$ cat config.mk
export PLATFORM = sky130hd
export DESIGN_NAME = pairwise_log_odds_sigmoid_flat
export DESIGN_NICKNAME = d
export VERILOG_FILES = /design/src/rtl/plo_pkg.sv /design/src/rtl/plo_ifs.sv /design/src/rtl/plo_front.sv /design/src/rtl/plo_fifo.sv /design/src/rtl/plo_back.sv /design/src/rtl/pairwise_log_odds_sigmoid.sv /design/src/flat_wrapper.sv
export SDC_FILE = /design/constraint.sdc
export NUM_CORES = 2
export LEC_CHECK = 0
export BUFFER_PORTS_ARGS = -buffer_cell sky130_fd_sc_hd__buf_2
export CORE_ASPECT_RATIO = 1.4
export CORE_UTILIZATION = 60
export CTS_BUF_LIST = sky130_fd_sc_hd__clkbuf_16
export CTS_CLUSTER_DIAMETER = 80
export DETAILED_ROUTE_END_ITERATION = 6
export GPL_ROUTABILITY_DRIVEN = 0
export HOLD_SLACK_MARGIN = 0.12
export PLACE_DENSITY = 0.77
export RECOVER_POWER = 50
export SLEW_MARGIN = 20
export SYNTH_ARGS = -nofsm -noshare
export SYNTH_HDL_FRONTEND = slang
export SYNTH_SLANG_ARGS = --single-unit
$ cat constraint.sdc
create_clock -name i_clk -period 31.8 [get_ports i_clk]
set_input_delay 1.59 -clock i_clk [delete_from_list [all_inputs] [get_ports i_clk]]
set_output_delay 1.59 -clock i_clk [all_outputs]
set_load 0.05 [all_outputs]
$ cat src/rtl/plo_pkg.sv
`timescale 1ns / 1ps
`default_nettype none
// ----------------------------------------------------------------------------
// plo_pkg: shared types and constants
// Widths, cell codes and fixed point constants for the pairwise log odds
// block. The front, queue and back ends and the channel interfaces use them.
// ----------------------------------------------------------------------------
package plo_pkg;

    // member vector and attribute select
    localparam int MEMBER_W   = 16;
    localparam int ATTRIBUTES = 16;
    localparam int ATTR_W     = $clog2(ATTRIBUTES);

    // contingency cells
    localparam int CELLS       = 4;
    localparam int CELL_W      = $clog2(CELLS);
    localparam int CNT_W       = 17;
    localparam int MAX_MEMBERS = 65536;

    typedef logic [CNT_W-1:0]   t_cnt;
    typedef t_cnt [CELLS-1:0]   t_cells;
    typedef logic [CELL_W-1:0]  t_cell;

    // cell code = {first bit, second bit}
    localparam t_cell CELL_NEITHER     = 2'd0;
    localparam t_cell CELL_SECOND_ONLY = 2'd1;
    localparam t_cell CELL_FIRST_ONLY  = 2'd2;
    localparam t_cell CELL_BOTH        = 2'd3;

    localparam t_cnt CNT_MAX = CNT_W'(MAX_MEMBERS);

    // configuration registers
    localparam int CFG_ADDR_W = 1;
    localparam int CFG_DATA_W = ATTR_W;

    typedef enum logic [CFG_ADDR_W-1:0] {
        REG_FIRST_ATTR  = 1'b0,
        REG_SECOND_ATTR = 1'b1
    } t_cfg_reg;

    localparam logic [ATTR_W-1:0] FIRST_ATTR_RST  = ATTR_W'(0);
    localparam logic [ATTR_W-1:0] SECOND_ATTR_RST = ATTR_W'(1);

    // log2 / ln datapath
    localparam int MUL_W     = 32;
    localparam int FRAC_BITS = 16;
    localparam int EXP_W     = 5;            // top bit index of a count, 0..16
    localparam int LN_W      = 21;           // ln(count) in Q.16, below 2^20
    localparam int SUM_W     = 24;           // signed sum of four ln terms
    localparam logic [MUL_W-1:0] LN2_Q32 = 32'd2977044472;
    localparam logic signed [SUM_W-1:0] LN_MILLI_Q16 = -24'sd452707;

    // log odds output, Q7.12
    localparam int LOG_W = 19;
    localparam logic signed [SUM_W-1:0] LOG_HI = SUM_W'((2 ** (LOG_W - 1)) - 1);
    localparam logic signed [SUM_W-1:0] LOG_LO = -LOG_HI - SUM_W'(1);

    // sigmoid datapath: x = 1000 * c fits 27 bits for MAX_MEMBERS = 65536
    localparam int X_W   = 27;
    localparam int PQ_W  = 2 * X_W;
    localparam int DEN_W = PQ_W + 1;
    localparam int QUO_W = 17;
    localparam int SIG_W = 16;
    localparam logic [9:0] SCALE_MILLI = 10'd1000;

    // queue between front and back
    localparam int FIFO_DEPTH = 4;
    localparam int FIFO_PTR_W = $clog2(FIFO_DEPTH);

    localparam int STEP_W = 5;

endpackage
`default_nettype wire

$ cat src/rtl/plo_ifs.sv
`timescale 1ns / 1ps
`default_nettype none
// ----------------------------------------------------------------------------
// plo_ifs: channel interfaces
// Valid/ready channels for member words, result words and register writes.
// ----------------------------------------------------------------------------
interface plo_member_if import plo_pkg::*; ();
    logic                valid;
    logic                ready;
    logic [MEMBER_W-1:0] member_bits;
    logic                final_member;

    modport source (output valid, output member_bits, output final_member, input ready);
    modport sink   (input valid, input member_bits, input final_member, output ready);
endinterface

interface plo_result_if import plo_pkg::*; ();
    logic                    valid;
    logic                    ready;
    logic [SIG_W-1:0]        interaction;
    logic signed [LOG_W-1:0] log_odds;
    logic [CNT_W-1:0]        count_neither;
    logic [CNT_W-1:0]        count_second_only;
    logic [CNT_W-1:0]        count_first_only;
    logic [CNT_W-1:0]        count_both;

    modport source (output valid, output interaction, output log_odds,
                    output count_neither, output count_second_only,
                    output count_first_only, output count_both, input ready);
    modport sink   (input valid, input interaction, input log_odds,
                    input count_neither, input count_second_only,
                    input count_first_only, input count_both, output ready);
endinterface

interface plo_cfg_if import plo_pkg::*; ();
    logic                  valid;
    logic                  ready;
    logic [CFG_ADDR_W-1:0] addr;
    logic [CFG_DATA_W-1:0] data;

    modport source (output valid, output addr, output data, input ready);
    modport sink   (input valid, input addr, input data, output ready);
endinterface
`default_nettype wire

$ cat src/rtl/plo_front.sv
`timescale 1ns / 1ps
`default_nettype none
// ----------------------------------------------------------------------------
// plo_front: member intake and cell counting
// Picks the two configured bits of each member, bumps one of four saturating
// counters, and on the final member pushes the counts to the queue and clears.
// ----------------------------------------------------------------------------
module plo_front import plo_pkg::*; (
    input  logic      i_clk,
    input  logic      i_rst_n,
    plo_member_if.sink i_member,
    plo_cfg_if.sink    i_cfg,
    input  logic      i_q_full,
    output logic      o_q_push,
    output t_cells    o_q_cells
);

    logic [ATTR_W-1:0] r_first_attr;
    logic [ATTR_W-1:0] r_second_attr;
    t_cells            r_cnt;
    t_cells            n_cnt;
    t_cells            inc_cnt;
    t_cell             pair_code;
    logic              accept;

    // register writes
    assign i_cfg.ready = 1'b1;

    always_ff @(posedge i_clk) begin
        if (!i_rst_n) begin
            r_first_attr  <= FIRST_ATTR_RST;
            r_second_attr <= SECOND_ATTR_RST;
        end else if (i_cfg.valid) begin
            case (t_cfg_reg'(i_cfg.addr))
                REG_FIRST_ATTR:  r_first_attr  <= i_cfg.data;
                REG_SECOND_ATTR: r_second_attr <= i_cfg.data;
                default: ;
            endcase
        end
    end

    // intake: only a full queue holds off members
    assign i_member.ready = !i_q_full;
    assign accept         = i_member.valid && i_member.ready;

    assign pair_code = {i_member.member_bits[r_first_attr],
                        i_member.member_bits[r_second_attr]};

    // saturating increment, clear after the final member
    always_comb begin
        inc_cnt = r_cnt;
        if (accept && (r_cnt[pair_code] < CNT_MAX)) begin
            inc_cnt[pair_code] = r_cnt[pair_code] + t_cnt'(1);
        end
        n_cnt = (accept && i_member.final_member) ? '0 : inc_cnt;
    end

    always_ff @(posedge i_clk) begin
        if (!i_rst_n) begin
            r_cnt <= '0;
        end else begin
            r_cnt <= n_cnt;
        end
    end

    assign o_q_push  = accept && i_member.final_member;
    assign o_q_cells = inc_cnt;

    // checks
    a_cnt_bound: assert property (@(posedge i_clk) disable iff (!i_rst_n)
        (r_cnt[0] <= CNT_MAX) && (r_cnt[1] <= CNT_MAX) &&
        (r_cnt[2] <= CNT_MAX) && (r_cnt[3] <= CNT_MAX))
        else $error("cell counter above population bound");

    a_final_clears: assert property (@(posedge i_clk) disable iff (!i_rst_n)
        o_q_push |=> (r_cnt == '0))
        else $error("counters not cleared after final member");

    a_push_room: assert property (@(posedge i_clk) disable iff (!i_rst_n)
        o_q_push |-> !i_q_full)
        else $error("push into full queue");

endmodule
`default_nettype wire

$ cat src/rtl/plo_fifo.sv
`timescale 1ns / 1ps
`default_nettype none
// ----------------------------------------------------------------------------
// plo_fifo: population queue
// Small register queue of finished count sets between front and back ends.
// ----------------------------------------------------------------------------
module plo_fifo import plo_pkg::*; (
    input  logic   i_clk,
    input  logic   i_rst_n,
    input  logic   i_push,
    input  t_cells i_push_cells,
    output logic   o_full,
    input  logic   i_pop,
    output logic   o_valid,
    output t_cells o_cells
);

    t_cells                r_mem [FIFO_DEPTH];
    logic [FIFO_PTR_W-1:0] r_wr;
    logic [FIFO_PTR_W-1:0] r_rd;
    logic [FIFO_PTR_W:0]   r_fill;

    assign o_full  = (r_fill == (FIFO_PTR_W+1)'(FIFO_DEPTH));
    assign o_valid = (r_fill != '0);
    assign o_cells = r_mem[r_rd];

    // storage
    always_ff @(posedge i_clk) begin
        if (i_push) begin
            r_mem[r_wr] <= i_push_cells;
        end
    end

    // pointers and fill level
    always_ff @(posedge i_clk) begin
        if (!i_rst_n) begin
            r_wr   <= '0;
            r_rd   <= '0;
            r_fill <= '0;
        end else begin
            if (i_push) r_wr <= r_wr + FIFO_PTR_W'(1);
            if (i_pop)  r_rd <= r_rd + FIFO_PTR_W'(1);
            case ({i_push, i_pop})
                2'b10:   r_fill <= r_fill + (FIFO_PTR_W+1)'(1);
                2'b01:   r_fill <= r_fill - (FIFO_PTR_W+1)'(1);
                default: ;
            endcase
        end
    end

    // checks
    a_fill_bound: assert property (@(posedge i_clk) disable iff (!i_rst_n)
        r_fill <= (FIFO_PTR_W+1)'(FIFO_DEPTH))
        else $error("queue fill level out of range");

    a_pop_nonempty: assert property (@(posedge i_clk) disable iff (!i_rst_n)
        i_pop |-> o_valid)
        else $error("pop from empty queue");

    a_ptr_track: assert property (@(posedge i_clk) disable iff (!i_rst_n)
        (r_fill == '0 || o_full) |-> (r_wr == r_rd))
        else $error("queue pointers disagree with fill level");

endmodule
`default_nettype wire

$ cat src/rtl/plo_back.sv
`timescale 1ns / 1ps
`default_nettype none
// ----------------------------------------------------------------------------
// plo_back: log odds and sigmoid engine
// Sequencer around one shared 32x32 multiplier. Per cell: normalize, sixteen
// squaring steps for log2 and scale by ln 2 (nonzero only), accumulate. Then
// scale counts by 1000, form both diagonal products, long-divide P/(P + Q).
// ----------------------------------------------------------------------------
module plo_back import plo_pkg::*; (
    input  logic        i_clk,
    input  logic        i_rst_n,
    input  logic        i_q_valid,
    input  t_cells      i_q_cells,
    output logic        o_q_pop,
    plo_result_if.source o_result
);

    typedef enum logic [9:0] {
        S_IDLE  = 10'b0000000001,
        S_NORM  = 10'b0000000010,
        S_SQ    = 10'b0000000100,
        S_LN    = 10'b0000001000,
        S_ACC   = 10'b0000010000,
        S_SCALE = 10'b0000100000,
        S_PROD  = 10'b0001000000,
        S_DSET  = 10'b0010000000,
        S_DIV   = 10'b0100000000,
        S_DONE  = 10'b1000000000
    } t_back_state;

    t_back_state             r_state;
    t_cells                  r_cells;
    t_cell                   r_k;
    logic [STEP_W-1:0]       r_step;
    logic [MUL_W-1:0]        r_m;
    logic [EXP_W-1:0]        r_exp;
    logic [FRAC_BITS-1:0]    r_frac;
    logic                    r_zero;
    logic [LN_W-1:0]         r_ln;
    logic signed [SUM_W-1:0] r_sum;
    logic [X_W-1:0]          r_x [CELLS];
    logic [PQ_W-1:0]         r_p;
    logic [PQ_W-1:0]         r_q;
    logic [DEN_W-1:0]        r_den;
    logic [DEN_W-1:0]        r_rem;
    logic [QUO_W-1:0]        r_quo;

    logic                    r_out_valid;
    logic [SIG_W-1:0]        r_out_sig;
    logic signed [LOG_W-1:0] r_out_log;
    t_cells                  r_out_cells;

    t_cnt                    cur_c;
    logic [EXP_W-1:0]        lead;
    logic [MUL_W-1:0]        norm_m;
    logic [MUL_W-1:0]        mul_a;
    logic [MUL_W-1:0]        mul_b;
    logic [2*MUL_W-1:0]      prod;
    logic [MUL_W:0]          sq;
    logic [2*MUL_W-1:0]      ln_rnd;
    logic signed [SUM_W-1:0] term;
    logic [DEN_W:0]          rem2;
    logic signed [SUM_W-1:0] sum_rnd;
    logic signed [SUM_W-1:0] sum_sh;
    logic signed [LOG_W-1:0] log_val;
    logic [QUO_W:0]          quo_rnd;
    logic [SIG_W-1:0]        sig_val;
    logic                    out_load;

    assign cur_c = r_cells[r_k];

    // top set bit and Q1.31 mantissa of the current count
    always_comb begin
        lead = '0;
        for (int i = 0; i < CNT_W; i++) begin
            if (cur_c[i]) lead = EXP_W'(i);
        end
        norm_m = MUL_W'(cur_c) << (EXP_W'(MUL_W - 1) - lead);
    end

    // shared multiplier operand select
    always_comb begin
        mul_a = '0;
        mul_b = '0;
        case (r_state)
            S_SQ: begin
                mul_a = r_m;
                mul_b = r_m;
            end
            S_LN: begin
                mul_a = MUL_W'({r_exp, r_frac});
                mul_b = LN2_Q32;
            end
            S_SCALE: begin
                mul_a = MUL_W'(cur_c);
                mul_b = MUL_W'(SCALE_MILLI);
            end
            S_PROD: begin
                mul_a = MUL_W'(r_step[0] ? r_x[CELL_SECOND_ONLY] : r_x[CELL_NEITHER]);
                mul_b = MUL_W'(r_step[0] ? r_x[CELL_FIRST_ONLY]  : r_x[CELL_BOTH]);
            end
            default: ;
        endcase
    end

    assign prod   = mul_a * mul_b;
    assign sq     = prod[2*MUL_W-1:MUL_W-1];
    assign ln_rnd = prod + (2*MUL_W)'(64'h8000_0000);

    // ln term: diagonal cells add, off-diagonal cells subtract
    assign term = r_zero ? LN_MILLI_Q16 : SUM_W'(r_ln);
    assign rem2 = {r_rem, 1'b0};

    // output shaping: round-half-up divide by 16, saturate to Q7.12
    always_comb begin
        sum_rnd = r_sum + SUM_W'(8);
        sum_sh  = sum_rnd >>> 4;
        if (sum_sh > LOG_HI) begin
            log_val = LOG_W'(LOG_HI);
        end else if (sum_sh < LOG_LO) begin
            log_val = LOG_W'(LOG_LO);
        end else begin
            log_val = LOG_W'(sum_sh);
        end
        quo_rnd = {1'b0, r_quo} + (QUO_W+1)'(1);
        sig_val = quo_rnd[QUO_W] ? '1 : quo_rnd[QUO_W-1:1];
    end

    assign o_q_pop  = (r_state == S_IDLE) && i_q_valid;
    assign out_load = (r_state == S_DONE) && (!r_out_valid || o_result.ready);

    // sequencer
    always_ff @(posedge i_clk) begin
        if (!i_rst_n) begin
            r_state <= S_IDLE;
            r_k     <= '0;
            r_step  <= '0;
        end else begin
            case (r_state)
                S_IDLE: begin
                    if (i_q_valid) begin
                        r_state <= S_NORM;
                        r_k     <= '0;
                    end
                end
                S_NORM: begin
                    r_step  <= '0;
                    r_state <= (cur_c == '0) ? S_ACC : S_SQ;
                end
                S_SQ: begin
                    r_step <= r_step + STEP_W'(1);
                    if (r_step == STEP_W'(FRAC_BITS - 1)) r_state <= S_LN;
                end
                S_LN: r_state <= S_ACC;
                S_ACC: begin
                    r_k <= r_k + CELL_W'(1);
                    r_state <= (r_k == CELL_W'(CELLS - 1)) ? S_SCALE : S_NORM;
                end
                S_SCALE: begin
                    r_k    <= r_k + CELL_W'(1);
                    r_step <= '0;
                    if (r_k == CELL_W'(CELLS - 1)) r_state <= S_PROD;
                end
                S_PROD: begin
                    r_step <= r_step + STEP_W'(1);
                    if (r_step[0]) r_state <= S_DSET;
                end
                S_DSET: begin
                    r_step  <= '0;
                    r_state <= S_DIV;
                end
                S_DIV: begin
                    r_step <= r_step + STEP_W'(1);
                    if (r_step == STEP_W'(QUO_W - 1)) r_state <= S_DONE;
                end
                S_DONE: begin
                    if (out_load) r_state <= S_IDLE;
                end
                default: r_state <= S_IDLE;
            endcase
        end
    end

    // datapath
    always_ff @(posedge i_clk) begin
        case (r_state)
            S_IDLE: begin
                r_cells <= i_q_cells;
                r_sum   <= '0;
            end
            S_NORM: begin
                r_zero <= (cur_c == '0);
                r_exp  <= lead;
                r_m    <= norm_m;
                r_frac <= '0;
            end
            S_SQ: begin
                // square, renormalize, shift out one log2 fraction bit
                r_frac <= {r_frac[FRAC_BITS-2:0], sq[MUL_W]};
                r_m    <= sq[MUL_W] ? sq[MUL_W:1] : sq[MUL_W-1:0];
            end
            S_LN: r_ln <= ln_rnd[MUL_W+LN_W-1:MUL_W];
            S_ACC: begin
                if (r_k == CELL_NEITHER || r_k == CELL_BOTH) begin
                    r_sum <= r_sum + term;
                end else begin
                    r_sum <= r_sum - term;
                end
            end
            S_SCALE: r_x[r_k] <= (cur_c == '0) ? X_W'(1) : prod[X_W-1:0];
            S_PROD: begin
                if (r_step[0]) r_q <= prod[PQ_W-1:0];
                else           r_p <= prod[PQ_W-1:0];
            end
            S_DSET: begin
                r_den <= {1'b0, r_p} + {1'b0, r_q};
                r_rem <= {1'b0, r_p};
                r_quo <= '0;
            end
            S_DIV: begin
                // one restoring division step per cycle
                if (rem2 >= {1'b0, r_den}) begin
                    r_rem <= DEN_W'(rem2 - {1'b0, r_den});
                    r_quo <= {r_quo[QUO_W-2:0], 1'b1};
                end else begin
                    r_rem <= rem2[DEN_W-1:0];
                    r_quo <= {r_quo[QUO_W-2:0], 1'b0};
                end
            end
            default: ;
        endcase
    end

    // result register, frees the engine while a word waits
    always_ff @(posedge i_clk) begin
        if (!i_rst_n) begin
            r_out_valid <= 1'b0;
        end else if (out_load) begin
            r_out_valid <= 1'b1;
        end else if (o_result.ready) begin
            r_out_valid <= 1'b0;
        end
    end

    always_ff @(posedge i_clk) begin
        if (out_load) begin
            r_out_sig   <= sig_val;
            r_out_log   <= log_val;
            r_out_cells <= r_cells;
        end
    end

    assign o_result.valid             = r_out_valid;
    assign o_result.interaction       = r_out_sig;
    assign o_result.log_odds          = r_out_log;
    assign o_result.count_neither     = r_out_cells[CELL_NEITHER];
    assign o_result.count_second_only = r_out_cells[CELL_SECOND_ONLY];
    assign o_result.count_first_only  = r_out_cells[CELL_FIRST_ONLY];
    assign o_result.count_both        = r_out_cells[CELL_BOTH];

    // checks
    a_rem_below_den: assert property (@(posedge i_clk) disable iff (!i_rst_n)
        (r_state == S_DIV) |-> (r_rem < r_den))
        else $error("division remainder not below divisor");

    a_out_hold: assert property (@(posedge i_clk) disable iff (!i_rst_n)
        (r_out_valid && !o_result.ready) |=> (r_out_valid && $stable(r_out_sig)
            && $stable(r_out_log) && $stable(r_out_cells)))
        else $error("result word changed while waiting");

    a_cells_to_scale: assert property (@(posedge i_clk) disable iff (!i_rst_n)
        (r_state == S_ACC && r_k == CELL_W'(CELLS - 1)) |=> (r_state == S_SCALE))
        else $error("log pass did not hand over to scaling");

endmodule
`default_nettype wire

$ cat src/rtl/pairwise_log_odds_sigmoid.sv
`timescale 1ns / 1ps
`default_nettype none
// ----------------------------------------------------------------------------
// pairwise_log_odds_sigmoid: 2x2 contingency log odds ratio with sigmoid
// Counts member bit pairs into four cells and, per population, returns the
// log odds ratio (Q7.12), its logistic sigmoid (Q0.16) and the four counts.
//
//   channel    dir  word                                   accepted when
//   i_member   in   member_bits, final_member              valid & ready
//   o_result   out  interaction, log_odds, four counts     valid & ready
//   i_cfg      in   addr (0 first, 1 second attr), data    valid & ready
//
// Members are taken one per cycle; ready drops only while the population
// queue (4 entries) is full. The back end takes one population at a time:
// per nonzero cell it normalizes, squares for log2 on the shared
// multiplier, scales by ln 2 and accumulates (a zero cell skips to the
// accumulate), then scales, multiplies, sets up and divides. A result
// word waits in an output register; the engine only holds in its done
// state when the next word is finished before the waiting one leaves.
// Reset is synchronous: counters, queue and sequencer clear, attrs go 0/1.
// ----------------------------------------------------------------------------
module pairwise_log_odds_sigmoid import plo_pkg::*; (
    input  logic         i_clk,
    input  logic         i_rst_n,
    plo_member_if.sink   i_member,
    plo_result_if.source o_result,
    plo_cfg_if.sink      i_cfg
);

    logic   q_full;
    logic   q_push;
    t_cells q_push_cells;
    logic   q_pop;
    logic   q_valid;
    t_cells q_cells;

    // front end: intake and counting
    plo_front u_front (
        .i_clk     (i_clk),
        .i_rst_n   (i_rst_n),
        .i_member  (i_member),
        .i_cfg     (i_cfg),
        .i_q_full  (q_full),
        .o_q_push  (q_push),
        .o_q_cells (q_push_cells)
    );

    // queue of finished populations
    plo_fifo u_fifo (
        .i_clk        (i_clk),
        .i_rst_n      (i_rst_n),
        .i_push       (q_push),
        .i_push_cells (q_push_cells),
        .o_full       (q_full),
        .i_pop        (q_pop),
        .o_valid      (q_valid),
        .o_cells      (q_cells)
    );

    // back end: log odds and sigmoid
    plo_back u_back (
        .i_clk     (i_clk),
        .i_rst_n   (i_rst_n),
        .i_q_valid (q_valid),
        .i_q_cells (q_cells),
        .o_q_pop   (q_pop),
        .o_result  (o_result)
    );

endmodule
`default_nettype wire
$ cat src/flat_wrapper.sv
// flat-port wrapper written by rule: the top's interface ports become plain ports
module pairwise_log_odds_sigmoid_flat import plo_pkg::*;
  (i_clk, i_rst_n, i_member_valid, i_member_member_bits, i_member_final_member, i_member_ready, o_result_valid, o_result_interaction, o_result_log_odds, o_result_count_neither, o_result_count_second_only, o_result_count_first_only, o_result_count_both, o_result_ready, i_cfg_valid, i_cfg_addr, i_cfg_data, i_cfg_ready);
  plo_member_if i_member_i ();
  plo_result_if o_result_i ();
  plo_cfg_if i_cfg_i ();
  input  logic i_clk;
  input  logic i_rst_n;
  input wire logic [$bits(i_member_i.valid)-1:0] i_member_valid;
  input wire logic [$bits(i_member_i.member_bits)-1:0] i_member_member_bits;
  input wire logic [$bits(i_member_i.final_member)-1:0] i_member_final_member;
  output wire logic [$bits(i_member_i.ready)-1:0] i_member_ready;
  output wire logic [$bits(o_result_i.valid)-1:0] o_result_valid;
  output wire logic [$bits(o_result_i.interaction)-1:0] o_result_interaction;
  output wire logic [$bits(o_result_i.log_odds)-1:0] o_result_log_odds;
  output wire logic [$bits(o_result_i.count_neither)-1:0] o_result_count_neither;
  output wire logic [$bits(o_result_i.count_second_only)-1:0] o_result_count_second_only;
  output wire logic [$bits(o_result_i.count_first_only)-1:0] o_result_count_first_only;
  output wire logic [$bits(o_result_i.count_both)-1:0] o_result_count_both;
  input wire logic [$bits(o_result_i.ready)-1:0] o_result_ready;
  input wire logic [$bits(i_cfg_i.valid)-1:0] i_cfg_valid;
  input wire logic [$bits(i_cfg_i.addr)-1:0] i_cfg_addr;
  input wire logic [$bits(i_cfg_i.data)-1:0] i_cfg_data;
  output wire logic [$bits(i_cfg_i.ready)-1:0] i_cfg_ready;
  assign i_member_i.valid = i_member_valid;
  assign i_member_i.member_bits = i_member_member_bits;
  assign i_member_i.final_member = i_member_final_member;
  assign i_member_ready = i_member_i.ready;
  assign o_result_valid = o_result_i.valid;
  assign o_result_interaction = o_result_i.interaction;
  assign o_result_log_odds = o_result_i.log_odds;
  assign o_result_count_neither = o_result_i.count_neither;
  assign o_result_count_second_only = o_result_i.count_second_only;
  assign o_result_count_first_only = o_result_i.count_first_only;
  assign o_result_count_both = o_result_i.count_both;
  assign o_result_i.ready = o_result_ready;
  assign i_cfg_i.valid = i_cfg_valid;
  assign i_cfg_i.addr = i_cfg_addr;
  assign i_cfg_i.data = i_cfg_data;
  assign i_cfg_ready = i_cfg_i.ready;
  pairwise_log_odds_sigmoid u_core (.i_clk(i_clk), .i_rst_n(i_rst_n), .i_member(i_member_i), .o_result(o_result_i), .i_cfg(i_cfg_i));
endmodule
==> out/metrics.cfg <==
[drt]
drt_drc_violations_left=22
via_per_inst=6.28
routed_wl_mm=235
ant_nets=0
drtIter0Drc=5905
dr.pass1.iters=7
via_count=57600
routedWlPerCell_um=25.6

[synth]
postSynth.asyncResetShare_pct=0
ys_top_cells_by_area=edfxtp_1, fa_1, ha_1
yosys_most_used_dff=edfxtp_1
ys_seq_elements=986
syn_nets=8660
synth_seq_area_share_pct=36.3
ys_types=92
netlist_area_mm2=0.0787
syn_area_per_cell_um2=10.8
synth_edf_count=885
ys_warn_count=0
syn-instance-count=7321
synth_top_cell_area_share_pct=33.8
synth.largest_area_cell=edfxtp_1

[clocking]
cts_root_buf=clkbuf_16
ctsResizeCount=0
numCtsBuffers=97
cts_setup_buffers=0
cts.sinks=986
path_clk_slew_ps=60
clockBufferDepth=3
cts_tree=built
cts_hold_buf=0
clkLatencyLatePin_ps=740
htree_levels=3

[global_route]
grt_pass1_wl_mm=354
grt_usage_pct=36.3
grt_max_degree=86
antenna_found_initial=8
grt_pass1_vias=59700
grt_remaining_overflow=0

[floorplanning]
start_util_pct=60.8
core_mm2=0.130
die_height_um=431
dieArea_mm2=0.133
fp.dieW_um=308
std_cell_rows=156
io_pins=133

[power]
p_int_mw=2.41
clockPowerShare_pct=32.8
combPwrFrac_pct=17.9
seqPwrFrac_pct=49.3
power_leakage_nw=35.5
ir_worst_vdd_v=0.0000719
switchingPower_uw=982
p_per_area_mw_per_mm2=40.1
swShare_pct=29.0

[cells_and_area]
fin_cells=9177
regArea_mm2=0.0286
nets=8690
final_common_cell=inv_1
multi_input_area_mm2=0.0452
area_growth_pct=7.38
drive_gt1_share_pct=6.82
fillers=9826
layout_common_cells=inv_1, fa_1, edfxtp_1

[timing]
fmax_mhz=67.4
setup_viol=0
post-route-period-util_pct=46.7
slew_headroom_pct=-266
hold_viol_final=0
finalClockSkew_ps=55.0
post-route-min-period_ps=14840
worst_slack_ps=16960
worst_slew_pin_slew_ps=5490
timing.setup.tns_ps=0
slew_violations=999
rsz0062_at_grt=false

[worst_setup_path]
required_ps=32220
reg2reg_depth=34
crit_buf_inv=7
rr_endpoint=u_core.u_back.r_ln[20]$_DFFE_PN_
critPathKind=reg -> reg
path_depth=34
r2r_slack_ps=16960
max_stage_delay_ps=2460
r2r_start=u_core.u_back.r_state[2]$_SDFFE_PN0P_
start_kind=flip-flop
crit_path_start=u_core.u_back.r_state[2]$_SDFFE_PN0P_
cp-end-kind=flip-flop
crit_top_cell=fa_1
cp.arrival_ps=15260
crit_family=adder cells
crit_path_top_delay_cell=clkinvlp_2
critPathMaxFanout=56
critical_path.endpoint=u_core.u_back.r_ln[20]$_DFFE_PN_

[outcome]
violations=DRC, capacitance limit, slew limit
outcome=finished with violations

[placement]
port_buffers=131
hpwl_mm=171
placedCellCount=8986
post-place-ws_ps=19740

[hold_path]
holdCritPathClass=reg -> reg

[run]
maxCapViolCount=21

cells in the mapped netlist, types with 15 or more instances:
master     instances
xnor2_1          155
a211oi_1          25
xor2_1            83
o21a_1            42
inv_1           1058
and3_1            39
nand3_1           92
a31oi_1           24
nor3_1            55
dfxtp_1          101
clkbuf_1         283
o21bai_1          40
nand2_1          828
nand4_1           43
o22ai_1           16
a21o_1           108
ha_1             412
o21ai_0          133
fa_1             900
nor2_1           758
o2111ai_1         15
edfxtp_1         885
mux4_2           110
nor4_1            19
a21oi_1          332
mux2i_1          105
nand2b_1          36
nor2b_1          133
buf_1             27
o31ai_1           17
or2_2             21
and2_1            69
mux2_2            21
o21ai_1           93
power groups by stage:
stage,clock network (mW),logic [mW],registers (mW)
global placement,0,0.569,1.68
finish,1.11,0.605,1.67
CTS,1.12,0.588,1.66
detailed placement,0,0.583,1.68
global route,1.17,0.641,1.68
floorplan,0,0.423,1.64
worst min path at each step:
stage | start | endpoint | depth (start not counted) | slack [ps]
after floorplan | u_core.u_back.r_cells[16]$_DFFE_PP_ | u_core.u_back.o_result.count_neither[16]$_DFFE_PP_ | 0 | 420
after global placement | u_core.u_back.r_cells[14]$_DFFE_PP_ | u_core.u_back.o_result.count_neither[14]$_DFFE_PP_ | 0 | 430
after detailed placement | u_core.u_back.r_cells[55]$_DFFE_PP_ | u_core.u_back.o_result.count_both[4]$_DFFE_PP_ | 0 | 430
after CTS | u_core.u_back.r_cells[55]$_DFFE_PP_ | u_core.u_back.o_result.count_both[4]$_DFFE_PP_ | 0 | 450
after global routing | u_core.u_back.r_cells[55]$_DFFE_PP_ | u_core.u_back.o_result.count_both[4]$_DFFE_PP_ | 0 | 460
final | u_core.u_back.r_cells[55]$_DFFE_PP_ | u_core.u_back.o_result.count_both[4]$_DFFE_PP_ | 0 | 450
cells by family after synthesis:
kind of cell             synth area share [%]
AND/OR/NAND/NOR                          12.0
flip-flops                               36.3
adder cells (fa/ha/maj)                  29.4
XOR/XNOR                                 2.79
AO/OA/AOI/OAI                            7.93
buffers and inverters                    6.70
other                                 0.00476
multiplexers                             4.80
area by class of cell:
| cell class | instances | area share, % |
|---|---|---|
| antenna | 9 | 0.0266 |
| tap | 1738 | 2.57 |
| multi-input combinational | 4941 | 53.5 |
| clock inverter | 80 | 0.753 |
| clock buffer | 98 | 2.90 |
| inverter | 1063 | 4.72 |
| timing repair buffer | 262 | 1.73 |
| sequential | 986 | 33.8 |
flip-flops by register name, summed over array words and instances, names as in the netlist, 16 cells and up:
name and count:
u_core.u_back.r_sum 24, u_core.u_back.o_result.log_odds 19, u_core.u_back.o_result.interaction 16, u_core.u_back.r_m 32, u_core.u_back.o_result.count_both 17, u_core.u_back.r_q 54
u_core.u_back.o_result.count_first_only 17, u_core.u_fifo.r_mem 272, u_core.u_front.r_cnt 68, u_core.u_back.r_ln 21, u_core.u_back.o_result.count_second_only 17, u_core.u_back.o_result.count_neither 17
u_core.u_back.r_frac 16, u_core.u_back.r_x 108, u_core.u_back.r_quo 17, u_core.u_back.r_p 54, u_core.u_back.r_den 55, u_core.u_back.r_cells 68
u_core.u_back.r_rem 55
per-layer routing:
metal	track usage, %	wire, µm
met5	0.0738	25
met4	31.8	25100
met3	9.70	24600
met2	58.8	111000
met1	39.2	74100
stage by stage:
step                      hold WS, ps  area, µm²  power (mW)  utilization [%]
after global routing              461      84500        3.49             65.2
after detailed placement          430      81600        2.27             62.9
after CTS                         446      84600        3.37             65.3
after global placement            427      81500        2.25             62.9
final                             449      84600        3.39             65.2
after floorplan                   419      78700        2.06                -
Power figures use the tool's default switching activity.
